[config.mk]
export PLATFORM = sky130hd
export DESIGN_NAME = seven_segment_frame_shifter_top
export DESIGN_NICKNAME = d
export VERILOG_FILES = /design/src/sv/ssfs_pkg.sv /design/src/sv/seven_segment_frame_shifter_top.sv /design/src/sv/ssfs_digits.sv /design/src/sv/ssfs_seq.sv /design/src/sv/ssfs_outq.sv
export SDC_FILE = /design/constraint.sdc
export NUM_CORES = 1
export LEC_CHECK = 0
export ABC_AREA = 1
export BUFFER_PORTS_ARGS = -buffer_cell sky130_fd_sc_hd__buf_4
export CORE_ASPECT_RATIO = 2
export CORE_UTILIZATION = 65
export CTS_CLUSTER_DIAMETER = 200
export DETAILED_ROUTE_END_ITERATION = 16
export PLACE_DENSITY = 0.82
export SETUP_SLACK_MARGIN = 0.05
export SLEW_MARGIN = 20
export SYNTH_ARGS = -nofsm -noshare
export SYNTH_HDL_FRONTEND = slang
export SYNTH_SLANG_ARGS = --single-unit
[constraint.sdc]
create_clock -name clk -period 4.3 [get_ports clk]
set_input_delay 0.645 -clock clk [delete_from_list [all_inputs] [get_ports clk]]
set_output_delay 0.645 -clock clk [all_outputs]
set_load 0.05 [all_outputs]
[src/sv/ssfs_pkg.sv]
// Shared types, constants and segment encoding for the seven-segment frame shifter.
package ssfs_pkg;

    localparam logic CMD_REFRESH = 1'b0;
    localparam logic CMD_TICK    = 1'b1;

    localparam logic [1:0] PH_CLK_RISE = 2'd0;
    localparam logic [1:0] PH_CLK_FALL = 2'd1;
    localparam logic [1:0] PH_STB_RISE = 2'd2;
    localparam logic [1:0] PH_STB_FALL = 2'd3;

    localparam logic [7:0] SEG_BLANK       = 8'hFF;
    localparam logic [7:0] LED_GROUP_OFF   = 8'hFF;
    localparam logic [7:0] SINGLE_LEDS_OFF = 8'h71;
    localparam logic [7:0] DOT_CLEAR_MASK  = 8'h7F;

    localparam int VALUE_W = 17;

    // frame byte positions
    localparam logic [3:0] BYTE_LUX_LAST  = 4'd0;
    localparam logic [3:0] BYTE_LUX_LEAD  = 4'd1;
    localparam logic [3:0] BYTE_LUX_MID   = 4'd2;
    localparam logic [3:0] BYTE_LED_GRP_A = 4'd3;
    localparam logic [3:0] BYTE_SINGLE    = 4'd4;
    localparam logic [3:0] BYTE_VOLT_LAST = 4'd5;
    localparam logic [3:0] BYTE_VOLT_LEAD = 4'd6;
    localparam logic [3:0] BYTE_VOLT_MID  = 4'd7;
    localparam logic [3:0] BYTE_LED_GRP_B = 4'd8;
    localparam logic [3:0] BYTE_FIRST     = BYTE_LED_GRP_B;

    localparam logic [2:0] BIT_FIRST = 3'd0;
    localparam logic [2:0] BIT_LAST  = 3'd7;

    // floor(v / 1000) = (v * RECIP_1000) >> RECIP_SHIFT for v < 2^17
    localparam logic [17:0] RECIP_1000  = 18'd134218;
    localparam int          RECIP_SHIFT = 27;

    typedef struct packed {
        logic [7:0] lead;
        logic [7:0] mid;
        logic [7:0] last;
    } seg_triplet_t;

    typedef struct packed {
        logic data_pin;
        logic clock_pin;
        logic strobe_pin;
        logic frame_done;
        logic busy_res;
        logic refresh_ignored;
    } result_t;

    function automatic logic [7:0] seg_code(input logic [3:0] digit);
        logic [7:0] code;
        case (digit)
            4'd0:    code = 8'h88;
            4'd1:    code = 8'hEE;
            4'd2:    code = 8'h94;
            4'd3:    code = 8'hC4;
            4'd4:    code = 8'hE2;
            4'd5:    code = 8'hC1;
            4'd6:    code = 8'h81;
            4'd7:    code = 8'hEC;
            4'd8:    code = 8'h80;
            4'd9:    code = 8'hC0;
            default: code = SEG_BLANK;
        endcase
        return code;
    endfunction

endpackage

[src/sv/seven_segment_frame_shifter_top.sv]
// Seven-segment frame shifter: refresh and tick items in, pin levels out.
//
// Input channel (in_valid/in_stall): command 0 renders voltage_mv and
// lux_value into the nine-byte frame and starts sending it unless busy;
// command 1 is a timer tick that advances the serial pins by one phase.
// Output channel (out_valid/out_stall): one beat per input beat with the
// pin levels and flags after that item.
// A result beat is registered in the output queue before it is offered.
// Throughput: one item per cycle while in_stall is low; the sequencer
// resolves each item combinationally and results queue in a two-entry buffer.
// Digit bytes are written from converter codes after an accepted refresh, well
// before the shifter reaches them (the first byte out is a fixed LED byte).
// Receiver stall: results hold in the buffer; in_stall rises only when
// both entries are full.
// Reset: buffer empty, pins low, frame blank, and the blank frame is
// pending, so busy_res reads 1 until it has been shifted out.
module seven_segment_frame_shifter_top
    import ssfs_pkg::*;
(
    input  logic        clk,
    input  logic        rst_n,
    input  logic        in_valid,
    output logic        in_stall,
    input  logic        command,
    input  logic [16:0] voltage_mv,
    input  logic [15:0] lux_value,
    output logic        out_valid,
    input  logic        out_stall,
    output logic        data_pin,
    output logic        clock_pin,
    output logic        strobe_pin,
    output logic        frame_done,
    output logic        busy_res,
    output logic        refresh_ignored
);

    logic         accept;
    logic         conv_start;
    logic         volt_valid;
    logic         lux_valid;
    seg_triplet_t volt_codes;
    seg_triplet_t lux_codes;
    result_t      result;
    result_t      head;
    logic         full;

    assign in_stall = full;
    assign accept   = in_valid && !full;

    ssfs_digits u_volt_digits (
        .clk         (clk),
        .rst_n       (rst_n),
        .start       (conv_start),
        .value       (voltage_mv),
        .codes_valid (volt_valid),
        .codes       (volt_codes)
    );

    ssfs_digits u_lux_digits (
        .clk         (clk),
        .rst_n       (rst_n),
        .start       (conv_start),
        .value       ({1'b0, lux_value}),
        .codes_valid (lux_valid),
        .codes       (lux_codes)
    );

    ssfs_seq u_seq (
        .clk         (clk),
        .rst_n       (rst_n),
        .accept      (accept),
        .command     (command),
        .codes_valid (volt_valid && lux_valid),
        .volt_codes  (volt_codes),
        .lux_codes   (lux_codes),
        .conv_start  (conv_start),
        .result      (result)
    );

    ssfs_outq u_outq (
        .clk        (clk),
        .rst_n      (rst_n),
        .push       (accept),
        .push_data  (result),
        .pop        (out_valid && !out_stall),
        .full       (full),
        .head_valid (out_valid),
        .head       (head)
    );

    assign data_pin        = head.data_pin;
    assign clock_pin       = head.clock_pin;
    assign strobe_pin      = head.strobe_pin;
    assign frame_done      = head.frame_done;
    assign busy_res        = head.busy_res;
    assign refresh_ignored = head.refresh_ignored;

endmodule

[src/sv/ssfs_digits.sv]
// Four-stage value to three-digit segment code converter.
module ssfs_digits
    import ssfs_pkg::*;
(
    input  logic               clk,
    input  logic               rst_n,
    input  logic               start,
    input  logic [VALUE_W-1:0] value,
    output logic               codes_valid,
    output seg_triplet_t       codes
);

    logic [34:0]        prod_1000;
    logic [7:0]         whole_s1_reg;
    logic [VALUE_W-1:0] value_s1_reg;
    logic               v1_reg;

    logic [16:0] rest_full;
    logic [9:0]  rest_s2_reg;
    logic [7:0]  whole_s2_reg;
    logic        v2_reg;

    logic [17:0] q10_prod;
    logic [15:0] h_prod;
    logic [15:0] wq_prod;
    logic [6:0]  q10_s3_reg;
    logic [3:0]  h_s3_reg;
    logic [4:0]  wq_s3_reg;
    logic [9:0]  rest_s3_reg;
    logic [7:0]  whole_s3_reg;
    logic        v3_reg;

    logic [9:0]   u_full;
    logic [6:0]   t_full;
    logic [7:0]   wu_full;
    logic [4:0]   wt_full;
    seg_triplet_t codes_next;
    seg_triplet_t codes_reg;
    logic         v4_reg;

    assign prod_1000 = 35'(value) * 35'(RECIP_1000);
    assign rest_full = value_s1_reg - 17'(whole_s1_reg) * 17'd1000;
    assign q10_prod  = 18'(rest_s2_reg) * 18'd205;
    assign h_prod    = 16'(rest_s2_reg) * 16'd41;
    assign wq_prod   = 16'(whole_s2_reg) * 16'd205;

    assign u_full  = rest_s3_reg - 10'(q10_s3_reg) * 10'd10;
    assign t_full  = q10_s3_reg - 7'(h_s3_reg) * 7'd10;
    assign wu_full = whole_s3_reg - 8'(wq_s3_reg) * 8'd10;
    assign wt_full = (wq_s3_reg >= 5'd10) ? wq_s3_reg - 5'd10 : wq_s3_reg;

    always_comb
    begin
        if (whole_s3_reg == 8'd0)
        begin
            codes_next.last = seg_code(u_full[3:0]);
            codes_next.mid  = (rest_s3_reg >= 10'd10) ? seg_code(t_full[3:0]) : SEG_BLANK;
            codes_next.lead = (rest_s3_reg >= 10'd100) ? seg_code(h_s3_reg) : SEG_BLANK;
        end
        else
        begin
            codes_next.last = seg_code(h_s3_reg);
            codes_next.mid  = seg_code(wu_full[3:0]) & DOT_CLEAR_MASK;
            codes_next.lead = (wq_s3_reg != 5'd0) ? seg_code(wt_full[3:0]) : SEG_BLANK;
        end
    end

    always_ff @(posedge clk or negedge rst_n)
    begin
        if (!rst_n)
        begin
            v1_reg <= 1'b0;
            v2_reg <= 1'b0;
            v3_reg <= 1'b0;
            v4_reg <= 1'b0;
        end
        else
        begin
            v1_reg <= start;
            v2_reg <= v1_reg;
            v3_reg <= v2_reg;
            v4_reg <= v3_reg;
        end
    end

    always_ff @(posedge clk)
    begin
        value_s1_reg <= value;
        whole_s1_reg <= prod_1000[34:RECIP_SHIFT];
        rest_s2_reg  <= rest_full[9:0];
        whole_s2_reg <= whole_s1_reg;
        q10_s3_reg   <= q10_prod[17:11];
        h_s3_reg     <= h_prod[15:12];
        wq_s3_reg    <= wq_prod[15:11];
        rest_s3_reg  <= rest_s2_reg;
        whole_s3_reg <= whole_s2_reg;
        codes_reg    <= codes_next;
    end

    assign codes_valid = v4_reg;
    assign codes       = codes_reg;

endmodule

[src/sv/ssfs_seq.sv]
// Frame store and pin phase sequencer.
module ssfs_seq
    import ssfs_pkg::*;
(
    input  logic         clk,
    input  logic         rst_n,
    input  logic         accept,
    input  logic         command,
    input  logic         codes_valid,
    input  seg_triplet_t volt_codes,
    input  seg_triplet_t lux_codes,
    output logic         conv_start,
    output result_t      result
);

    seg_triplet_t volt_reg;
    seg_triplet_t lux_reg;

    logic [1:0] phase_reg;
    logic [1:0] phase_next;
    logic [3:0] byte_ptr_reg;
    logic [3:0] byte_ptr_next;
    logic [2:0] bit_ptr_reg;
    logic [2:0] bit_ptr_next;
    logic       sending_reg;
    logic       sending_next;
    logic       data_reg;
    logic       data_next;
    logic       clock_reg;
    logic       clock_next;
    logic       strobe_reg;
    logic       strobe_next;
    logic       done;
    logic       ignored;
    logic [7:0] cur_byte;

    always_comb
    begin
        unique case (byte_ptr_reg)
            BYTE_LUX_LAST:  cur_byte = lux_reg.last;
            BYTE_LUX_LEAD:  cur_byte = lux_reg.lead;
            BYTE_LUX_MID:   cur_byte = lux_reg.mid;
            BYTE_LED_GRP_A: cur_byte = LED_GROUP_OFF;
            BYTE_SINGLE:    cur_byte = SINGLE_LEDS_OFF;
            BYTE_VOLT_LAST: cur_byte = volt_reg.last;
            BYTE_VOLT_LEAD: cur_byte = volt_reg.lead;
            BYTE_VOLT_MID:  cur_byte = volt_reg.mid;
            BYTE_LED_GRP_B: cur_byte = LED_GROUP_OFF;
            default:        cur_byte = lux_reg.last;
        endcase
    end

    always_comb
    begin
        phase_next    = phase_reg;
        byte_ptr_next = byte_ptr_reg;
        bit_ptr_next  = bit_ptr_reg;
        sending_next  = sending_reg;
        data_next     = data_reg;
        clock_next    = clock_reg;
        strobe_next   = strobe_reg;
        done          = 1'b0;
        ignored       = 1'b0;
        conv_start    = 1'b0;
        if (accept)
        begin
            if (command == CMD_REFRESH)
            begin
                if (sending_reg)
                begin
                    ignored = 1'b1;
                end
                else
                begin
                    conv_start    = 1'b1;
                    phase_next    = PH_CLK_RISE;
                    byte_ptr_next = BYTE_FIRST;
                    bit_ptr_next  = BIT_FIRST;
                    sending_next  = 1'b1;
                end
            end
            else if (sending_reg)
            begin
                unique case (phase_reg)
                    PH_CLK_RISE:
                    begin
                        data_next  = cur_byte[bit_ptr_reg];
                        clock_next = 1'b1;
                        phase_next = PH_CLK_FALL;
                    end
                    PH_CLK_FALL:
                    begin
                        clock_next = 1'b0;
                        if (bit_ptr_reg == BIT_LAST)
                        begin
                            bit_ptr_next = BIT_FIRST;
                            if (byte_ptr_reg == BYTE_LUX_LAST)
                            begin
                                byte_ptr_next = BYTE_FIRST;
                                phase_next    = PH_STB_RISE;
                            end
                            else
                            begin
                                byte_ptr_next = byte_ptr_reg - 4'd1;
                                phase_next    = PH_CLK_RISE;
                            end
                        end
                        else
                        begin
                            bit_ptr_next = bit_ptr_reg + 3'd1;
                            phase_next   = PH_CLK_RISE;
                        end
                    end
                    PH_STB_RISE:
                    begin
                        strobe_next = 1'b1;
                        phase_next  = PH_STB_FALL;
                    end
                    PH_STB_FALL:
                    begin
                        strobe_next  = 1'b0;
                        phase_next   = PH_CLK_RISE;
                        sending_next = 1'b0;
                        done         = 1'b1;
                    end
                    default:
                    begin
                        phase_next = PH_CLK_RISE;
                    end
                endcase
            end
        end
    end

    always_ff @(posedge clk or negedge rst_n)
    begin
        if (!rst_n)
        begin
            phase_reg    <= PH_CLK_RISE;
            byte_ptr_reg <= BYTE_FIRST;
            bit_ptr_reg  <= BIT_FIRST;
            sending_reg  <= 1'b1;
            data_reg     <= 1'b0;
            clock_reg    <= 1'b0;
            strobe_reg   <= 1'b0;
            volt_reg     <= '{lead: SEG_BLANK, mid: SEG_BLANK, last: SEG_BLANK};
            lux_reg      <= '{lead: SEG_BLANK, mid: SEG_BLANK, last: SEG_BLANK};
        end
        else
        begin
            phase_reg    <= phase_next;
            byte_ptr_reg <= byte_ptr_next;
            bit_ptr_reg  <= bit_ptr_next;
            sending_reg  <= sending_next;
            data_reg     <= data_next;
            clock_reg    <= clock_next;
            strobe_reg   <= strobe_next;
            if (codes_valid)
            begin
                volt_reg <= volt_codes;
                lux_reg  <= lux_codes;
            end
        end
    end

    assign result.data_pin        = data_next;
    assign result.clock_pin       = clock_next;
    assign result.strobe_pin      = strobe_next;
    assign result.frame_done      = done;
    assign result.busy_res        = sending_next;
    assign result.refresh_ignored = ignored;

endmodule

[src/sv/ssfs_outq.sv]
// Two-entry result queue between the sequencer and the output channel.
module ssfs_outq
    import ssfs_pkg::*;
(
    input  logic    clk,
    input  logic    rst_n,
    input  logic    push,
    input  result_t push_data,
    input  logic    pop,
    output logic    full,
    output logic    head_valid,
    output result_t head
);

    logic [1:0] count_reg;
    result_t    head_reg;
    result_t    tail_reg;

    always_ff @(posedge clk or negedge rst_n)
    begin
        if (!rst_n)
        begin
            count_reg <= 2'd0;
        end
        else
        begin
            unique case (count_reg)
                2'd0:
                begin
                    if (push)
                    begin
                        count_reg <= 2'd1;
                    end
                end
                2'd1:
                begin
                    if (push && !pop)
                    begin
                        count_reg <= 2'd2;
                    end
                    else if (!push && pop)
                    begin
                        count_reg <= 2'd0;
                    end
                end
                2'd2:
                begin
                    if (pop)
                    begin
                        count_reg <= 2'd1;
                    end
                end
                default:
                begin
                    count_reg <= 2'd0;
                end
            endcase
        end
    end

    always_ff @(posedge clk)
    begin
        if (count_reg == 2'd0 || (count_reg == 2'd1 && pop))
        begin
            if (push)
            begin
                head_reg <= push_data;
            end
        end
        else if (count_reg == 2'd1)
        begin
            if (push)
            begin
                tail_reg <= push_data;
            end
        end
        else if (pop)
        begin
            head_reg <= tail_reg;
        end
    end

    assign full       = (count_reg == 2'd2);
    assign head_valid = (count_reg != 2'd0);
    assign head       = head_reg;

endmodule

Yosys cells after proc, flatten, opt, wreduce, memory -nomap -nowiden
Memories as Yosys holds them, arrays and structs flattened. A register that Yosys moved wholly into a read port is not among the register bits.
Cells that the tools add are included.
{ "word_totals": {"ff_bits": 267, "rom_bits": 1344, "input_bits": 38, "output_inout_bits": 8, "memories": 12} }
{ "classes": {"add_sub_neg": 12, "multipliers": 16, "magnitude_cmp": 7, "n_eq_ne": 23, "muxes": 63, "bitwise": 1, "n_reduce_logical": 26} }
{ "mem_list": {"columns": ["name", "words", "word_bits", "read_ports", "rd_clocked_by_memory_dff", "wr", "line_no", "text"], "rows": [
  ["(name not given)", 16, 7, 1, 0, 0, "ssfs_pkg.sv:55", "case (digit)"],
  ["(name not given)", 16, 7, 1, 0, 0, "ssfs_pkg.sv:55", null],
  ["(name not given)", 16, 7, 1, 1, 0, "ssfs_pkg.sv:55", null],
  ["(name not given)", 16, 7, 1, 1, 0, "ssfs_pkg.sv:55", null],
  ["(name not given)", 16, 7, 1, 0, 0, "ssfs_pkg.sv:55", null],
  ["(name not given)", 16, 7, 1, 0, 0, "ssfs_pkg.sv:55", null],
  ["6 more memories", null, null, null, null, null, null, null]
]} }
{ "op_table": {"columns": ["operator", "n"], "rows": [
  ["$pmux W8 S7", 1],
  ["$mux W24", 2],
  ["$mux W8", 6],
  ["$mul A10 B8 Y18 const B", 2],
  ["$mul A17 B17 Y34 const B", 1],
  ["$mul A16 B17 Y33 const B", 1],
  ["$mul A10 B6 Y16 const B", 2],
  ["$mul A8 B8 Y16 const B", 2],
  ["$mux W4", 8],
  ["$mux W6", 4],
  ["$sub A4 B4 Y4", 6],
  ["$mux W1", 23],
  ["$ge A10 B4 Y1 const B", 2],
  ["$ge A10 B7 Y1 const B", 2],
  ["$sub A10 B10 Y10", 2],
  ["$mux W2", 9],
  ["$eq A4 B3 Y1 const B", 4],
  ["$logic_not A8 Y1", 2],
  ["$mul A8 B7 Y7 const B", 2],
  ["$mux W3", 5],
  ["$mul A7 B3 Y3 const B", 2],
  ["$reduce_and A3 Y1", 4],
  ["$ge A5 B4 Y1 const B", 2],
  ["$mul A5 B3 Y3 const B", 2],
  ["29 further kinds", 52]
]} }

Longest topological paths before layout
{ "depth": {"word_depth": 11, "mapped_depth": 21, "mapped_depth_nobuf": 21} }

Modules after synthesis
Synthesis repeated with hierarchy kept, for this count alone.
{ "hier_totals": {"hier_cells": 3139, "hier_area_um2": 26474.1} }
{ "by_module_without_submodules": {"columns": ["module", "n_inst", "cells_each", "area_each_um2"], "rows": [
  ["ssfs_digits at u_volt_digits", 1, 1367, 11344.6],
  ["ssfs_digits at u_lux_digits", 1, 1367, 11308.3],
  ["ssfs_seq", 1, 344, 3189.3],
  ["ssfs_outq", 1, 54, 600.6],
  ["seven_segment_frame_shifter_top", 1, 7, 31.3]
]} }

Worst setup path after synthesis
OpenSTA, ideal clock, no wires.
{ "synth_path": {"kind": "in2reg", "start": "input voltage_mv[6]", "end": "register u_volt_digits.whole_s1_reg[6]", "arrival_ns": 4.214, "slack_ns": -0.026, "cell_stages": 18, "n_path_buf": 0, "cell_sequence": "ha_1 -> ha_1 -> inv_1 -> fa_1 -> fa_1 -> fa_1 -> fa_1 -> inv_1 -> ha_1 -> nand2_1 -> o21ai_0 -> nand2_1 -> a21oi_1 -> nor3_1 -> nand2_1 -> nand2_1 -> nand2_1 -> nand2_1"} }
{ "synth_via": {"elab_chain_len": 1} }
{ "synth_lines": {"columns": ["element", "line_no", "text"], "rows": [
  ["start: declaration", "seven_segment_frame_shifter_top.sv:25", "input logic [16:0] voltage_mv,"],
  ["$mul A17 B17 Y34", "ssfs_digits.sv:41", "assign prod_1000 = 35'(value) * 35'(RECIP_1000);"],
  ["via u_volt_digits.prod_1000[33]", "ssfs_digits.sv:13", "logic [34:0] prod_1000;"],
  ["end signal: assignment", "ssfs_digits.sv:89", "whole_s1_reg <= prod_1000[34:RECIP_SHIFT];"],
  ["end: declaration", "ssfs_digits.sv:14", "logic [7:0] whole_s1_reg;"]
]} }
The timed path passes the listed nets, and every way through them passes these cells.
A chain may end at the register's enable or synchronous reset.

Final worst setup path
{ "layout_path": {"start": "input lux_value[10]", "end": "register u_lux_digits.whole_s1_reg[4]"} }
{ "layout_via": {"elab_chain_len": 1} }
{ "layout_lines": {"columns": ["element", "line_no", "text"], "rows": [
  ["start: declaration", "seven_segment_frame_shifter_top.sv:26", "input logic [15:0] lux_value,"],
  ["$mul A16 B17 Y33", "ssfs_digits.sv:41", null],
  ["via u_lux_digits.prod_1000[31]", "ssfs_digits.sv:13", null],
  ["end signal: assignment", "ssfs_digits.sv:89", null],
  ["end: declaration", "ssfs_digits.sv:14", null]
]} }
The timed path passes the listed nets, and every way through them passes these cells.

==> summary.md <==
| Metric | Value |
|---|---|
| Crit-path slowest cell | fa_1 |
| Post-synth EDFFs | 12 |
| Die area | just under 40,000 um^2 |
| Async SR Flop Fraction | 0.240 |
| Synth area leaders | ha_1, dfxtp_1, fa_1 |
| Sequential area share after synthesis | 0.231 |
| # IOs | 46 |
| Starting Density | 0.659 |
| Worst R2R End | u_lux_digits.q10_s3_reg[3]$_DFF_P_ |
| Run status | finished, final reports clean |
| Synth area leader | ha_1 |
| Setup TNS | 0 ns |
| PortBufs | 45 |
| HPWL after DPL | 47,900 um |
| Synth top area share | 0.295 |
| Die height | 279 um |
| Achievable Freq | 0.242 GHz |
| Pre-CTS worst setup slack | -0.398 ns |
| Post-synth cell types | 61 |
| Pre-Repair DR Iteration Count | 7 |
| Drt wl/cell | 16.1 um |
| Tightest Pin Transition | 1.04 ns |
| Most common cell on crit path | ha_1 |
| Largest fanout on the critical path | 5 |
| Largest delay share family, worst path | adder cells |
| Diodes inserted | 0 |
| Vias in the first global route | between 20,000 and 25,000 |
| Kind of critical path | in -> reg |
| Largest net degree at the start of global routing | 67 |
| First-pass GRT wire length | 95,000 um |
| Via count | 19,600 |
| GPL Wtd Cong | 0.957 |
| HP Class | in -> async |
| Endpoints failing setup | 0 |
| Number of vias per cell | roughly 5.6 |
| Iter 0 DRT Violations | 670 |
| PnR worst setup slack | 0.166 ns |
| Maxcap violations | 0 |
| Tcrit/Tclk final | 0.961 |
| Gr usage total | 0.303 |
| Post-route ant nets | 0 |
| Setup Buffers After CTS | 0 |
| Synth warn | 0 |
| Clock-pin slew on the worst setup and hold paths | 0.07 ns |
| Max stage delay on crit path | 0.51 ns |
| Fin util | 0.726 |
| Synth Cell Area | around 25,000 um^2 |
| Die width | 140 um |
| CTS Buffer Depth | 3 |
| Initial antenna violation count | 0 |
| Layout Nets | 3,826 |
| Syn_nets | about 3,700 |
| CTS root buf | clkbuf_16 |
| Overflow left after global routing | 0 |
| Core region area | 37,800 um^2 |
| Clock Latency Late Sink | 0.53 ns |
| Drt drc | 0 |
| Startpoint types | input port |
| Min cycle time layout | 4.13 ns |
| Synth-to-Final Area Change | 10.2% |
| WP data required | 4.72 ns |
| Worst Skew | roughly 0.015 ns |
| Critical Path, Cell by Cell | buf_4 -> buf_4 -> ha_1 -> ha_1 -> inv_1 -> fa_1 -> inv_1 -> fa_1 -> fa_1 -> ha_1 -> ha_1 -> a21oi_1 -> inv_1 -> a21oi_1 -> o21ai_0 -> a21oi_1 -> nand2_1 -> xor2_1 |
| TritonCTS clock tree | built |
| Share of cells above drive strength 1 | 0.106 |
| Final wirelength | 56,900 um |
| Cells after Synth | between 2,000 and 3,000 |
| Dominant synthesized flop cell | dfxtp_1 |
| RSZ-0062 raised after global routing | false |
| R2R Path Start | u_lux_digits.rest_s2_reg[6]$_DFF_P_ |
| Worst EP arrival | 4.55 ns |
| Relative slew slack | 0.308 |
| #FFs+latches synth | 262 |
| Clock sink total | 262 |
| Final hold violations | 0 |
| Dpl cell area | 26,600 um^2 |
| CTS H-tree lvls | 1 |
| Final Max Tran Viols | 0 |
| Design area | 27,400 um^2 |
| Mean Syn Cell Area | 8.63 um^2 |
| Worst Reg-to-Reg Cells | 13 |
| Num CTS Buffers | 23 |
| Worst path bufs/invs | 5 |
| Worst R2R Setup Slack | 0.42 ns |
| Crit end category | flip-flop |
| Rows | between 100 and 150 |
## stage by stage
stage               hold slack [ns]  std cells
floorplan                     0.310       2883
global placement              0.310       3483
detailed placement            0.312       3483
CTS                           0.213       3525
global route                  0.264       3525
finish                        0.215       3525
## worst max-delay path by stage
stage / from / to / slack (ns) / depth (start not counted)
after floorplan: voltage_mv[1] / u_volt_digits.whole_s1_reg[6]$_DFF_P_ / 0.04 / 20
after global placement: lux_value[13] / u_lux_digits.whole_s1_reg[4]$_DFF_P_ / -0.32 / 17
after detailed placement: lux_value[13] / u_lux_digits.whole_s1_reg[4]$_DFF_P_ / -0.40 / 17
after CTS: lux_value[13] / u_lux_digits.whole_s1_reg[4]$_DFF_P_ / 0.16 / 17
after global routing: voltage_mv[5] / u_volt_digits.whole_s1_reg[6]$_DFF_P_ / 0.03 / 21
final: lux_value[10] / u_lux_digits.whole_s1_reg[4]$_DFF_P_ / 0.17 / 18
## synth_stat cells, types with 7 or more instances
cell type,number
inv_1,638
ha_1,587
nand2_1,422
dfxtp_1,187
nor2_1,175
fa_1,156
o21ai_0,130
a21oi_1,128
nand3_1,73
dfstp_2,46
xor2_1,45
xnor2_1,36
nor3_1,32
nand4_1,25
mux2_2,22
dfrtp_1,17
a21o_1,15
o211ai_1,14
a31oi_1,13
edfxtp_1,12
clkbuf_1,11
a211oi_1,7
nand3b_1,7
nor4_1,7
or2_2,7
## layout by cell type (no fill, tap or decap), drive strengths merged, types with 3 or more instances in the layout
cell type  count
inv          646
ha           587
nand2        427
dfxtp        187
nor2         181
fa           156
buf          152
o21ai        135
a21oi        128
nand3         74
xor2          47
dfstp         46
xnor2         37
nor3          33
clkbuf        32
nand4         25
mux2          22
dfrtp         17
a21o          15
o211ai        14
a31oi         13
edfxtp        12
or2            9
a211oi         7
nand3b         7
nor4           7
clkinv         7
o21bai         6
a21boi         5
o22ai          4
o31ai          4
o21a           3
o2111ai        3
## layout make-up
class                      count  area, um^2
timing repair buffer         152        1140
tap                          463         579
fill                        2701       10400
clock buffer                  32         639
multi-input combinational   1962       16800
sequential                   262        5740
inverter                     644        2420
clock inverter                10        63.8
## timing repair
action | in CTS | in global routing
gates resized for setup | 0 | 32
setup endpoints to repair | 0 | 13
hold buffers | 0 | 0
## metal layers
| layer | vias up | global-route usage | wire length [um] |
|---|---|---|---|
| met4 | 0 | 0.201 | 3850 |
| met1 | 9406 | 0.256 | 18400 |
| met3 | 237 | 0.0230 | 1160 |
| met2 | 409 | 0.642 | 33500 |
| li1 | 9579 | - | - |
| met5 | - | 0 | 0 |
## logic make-up (layout without fill, tap and decap cells)
logic type      Yosys count  count (layout)  synth area share
simple gates            765             765             0.129
fa+ha+maj               743             743             0.421
xor+xnor                 84              84            0.0309
compound gates          348             348            0.0792
mux                      22              22           0.00995
buf+inv                 659             838            0.0999
flops                   262             262             0.231
Power is left out: the tool's default activity adds up to more than one toggle a clock period on the data nets, which glitch-free logic cannot reach.
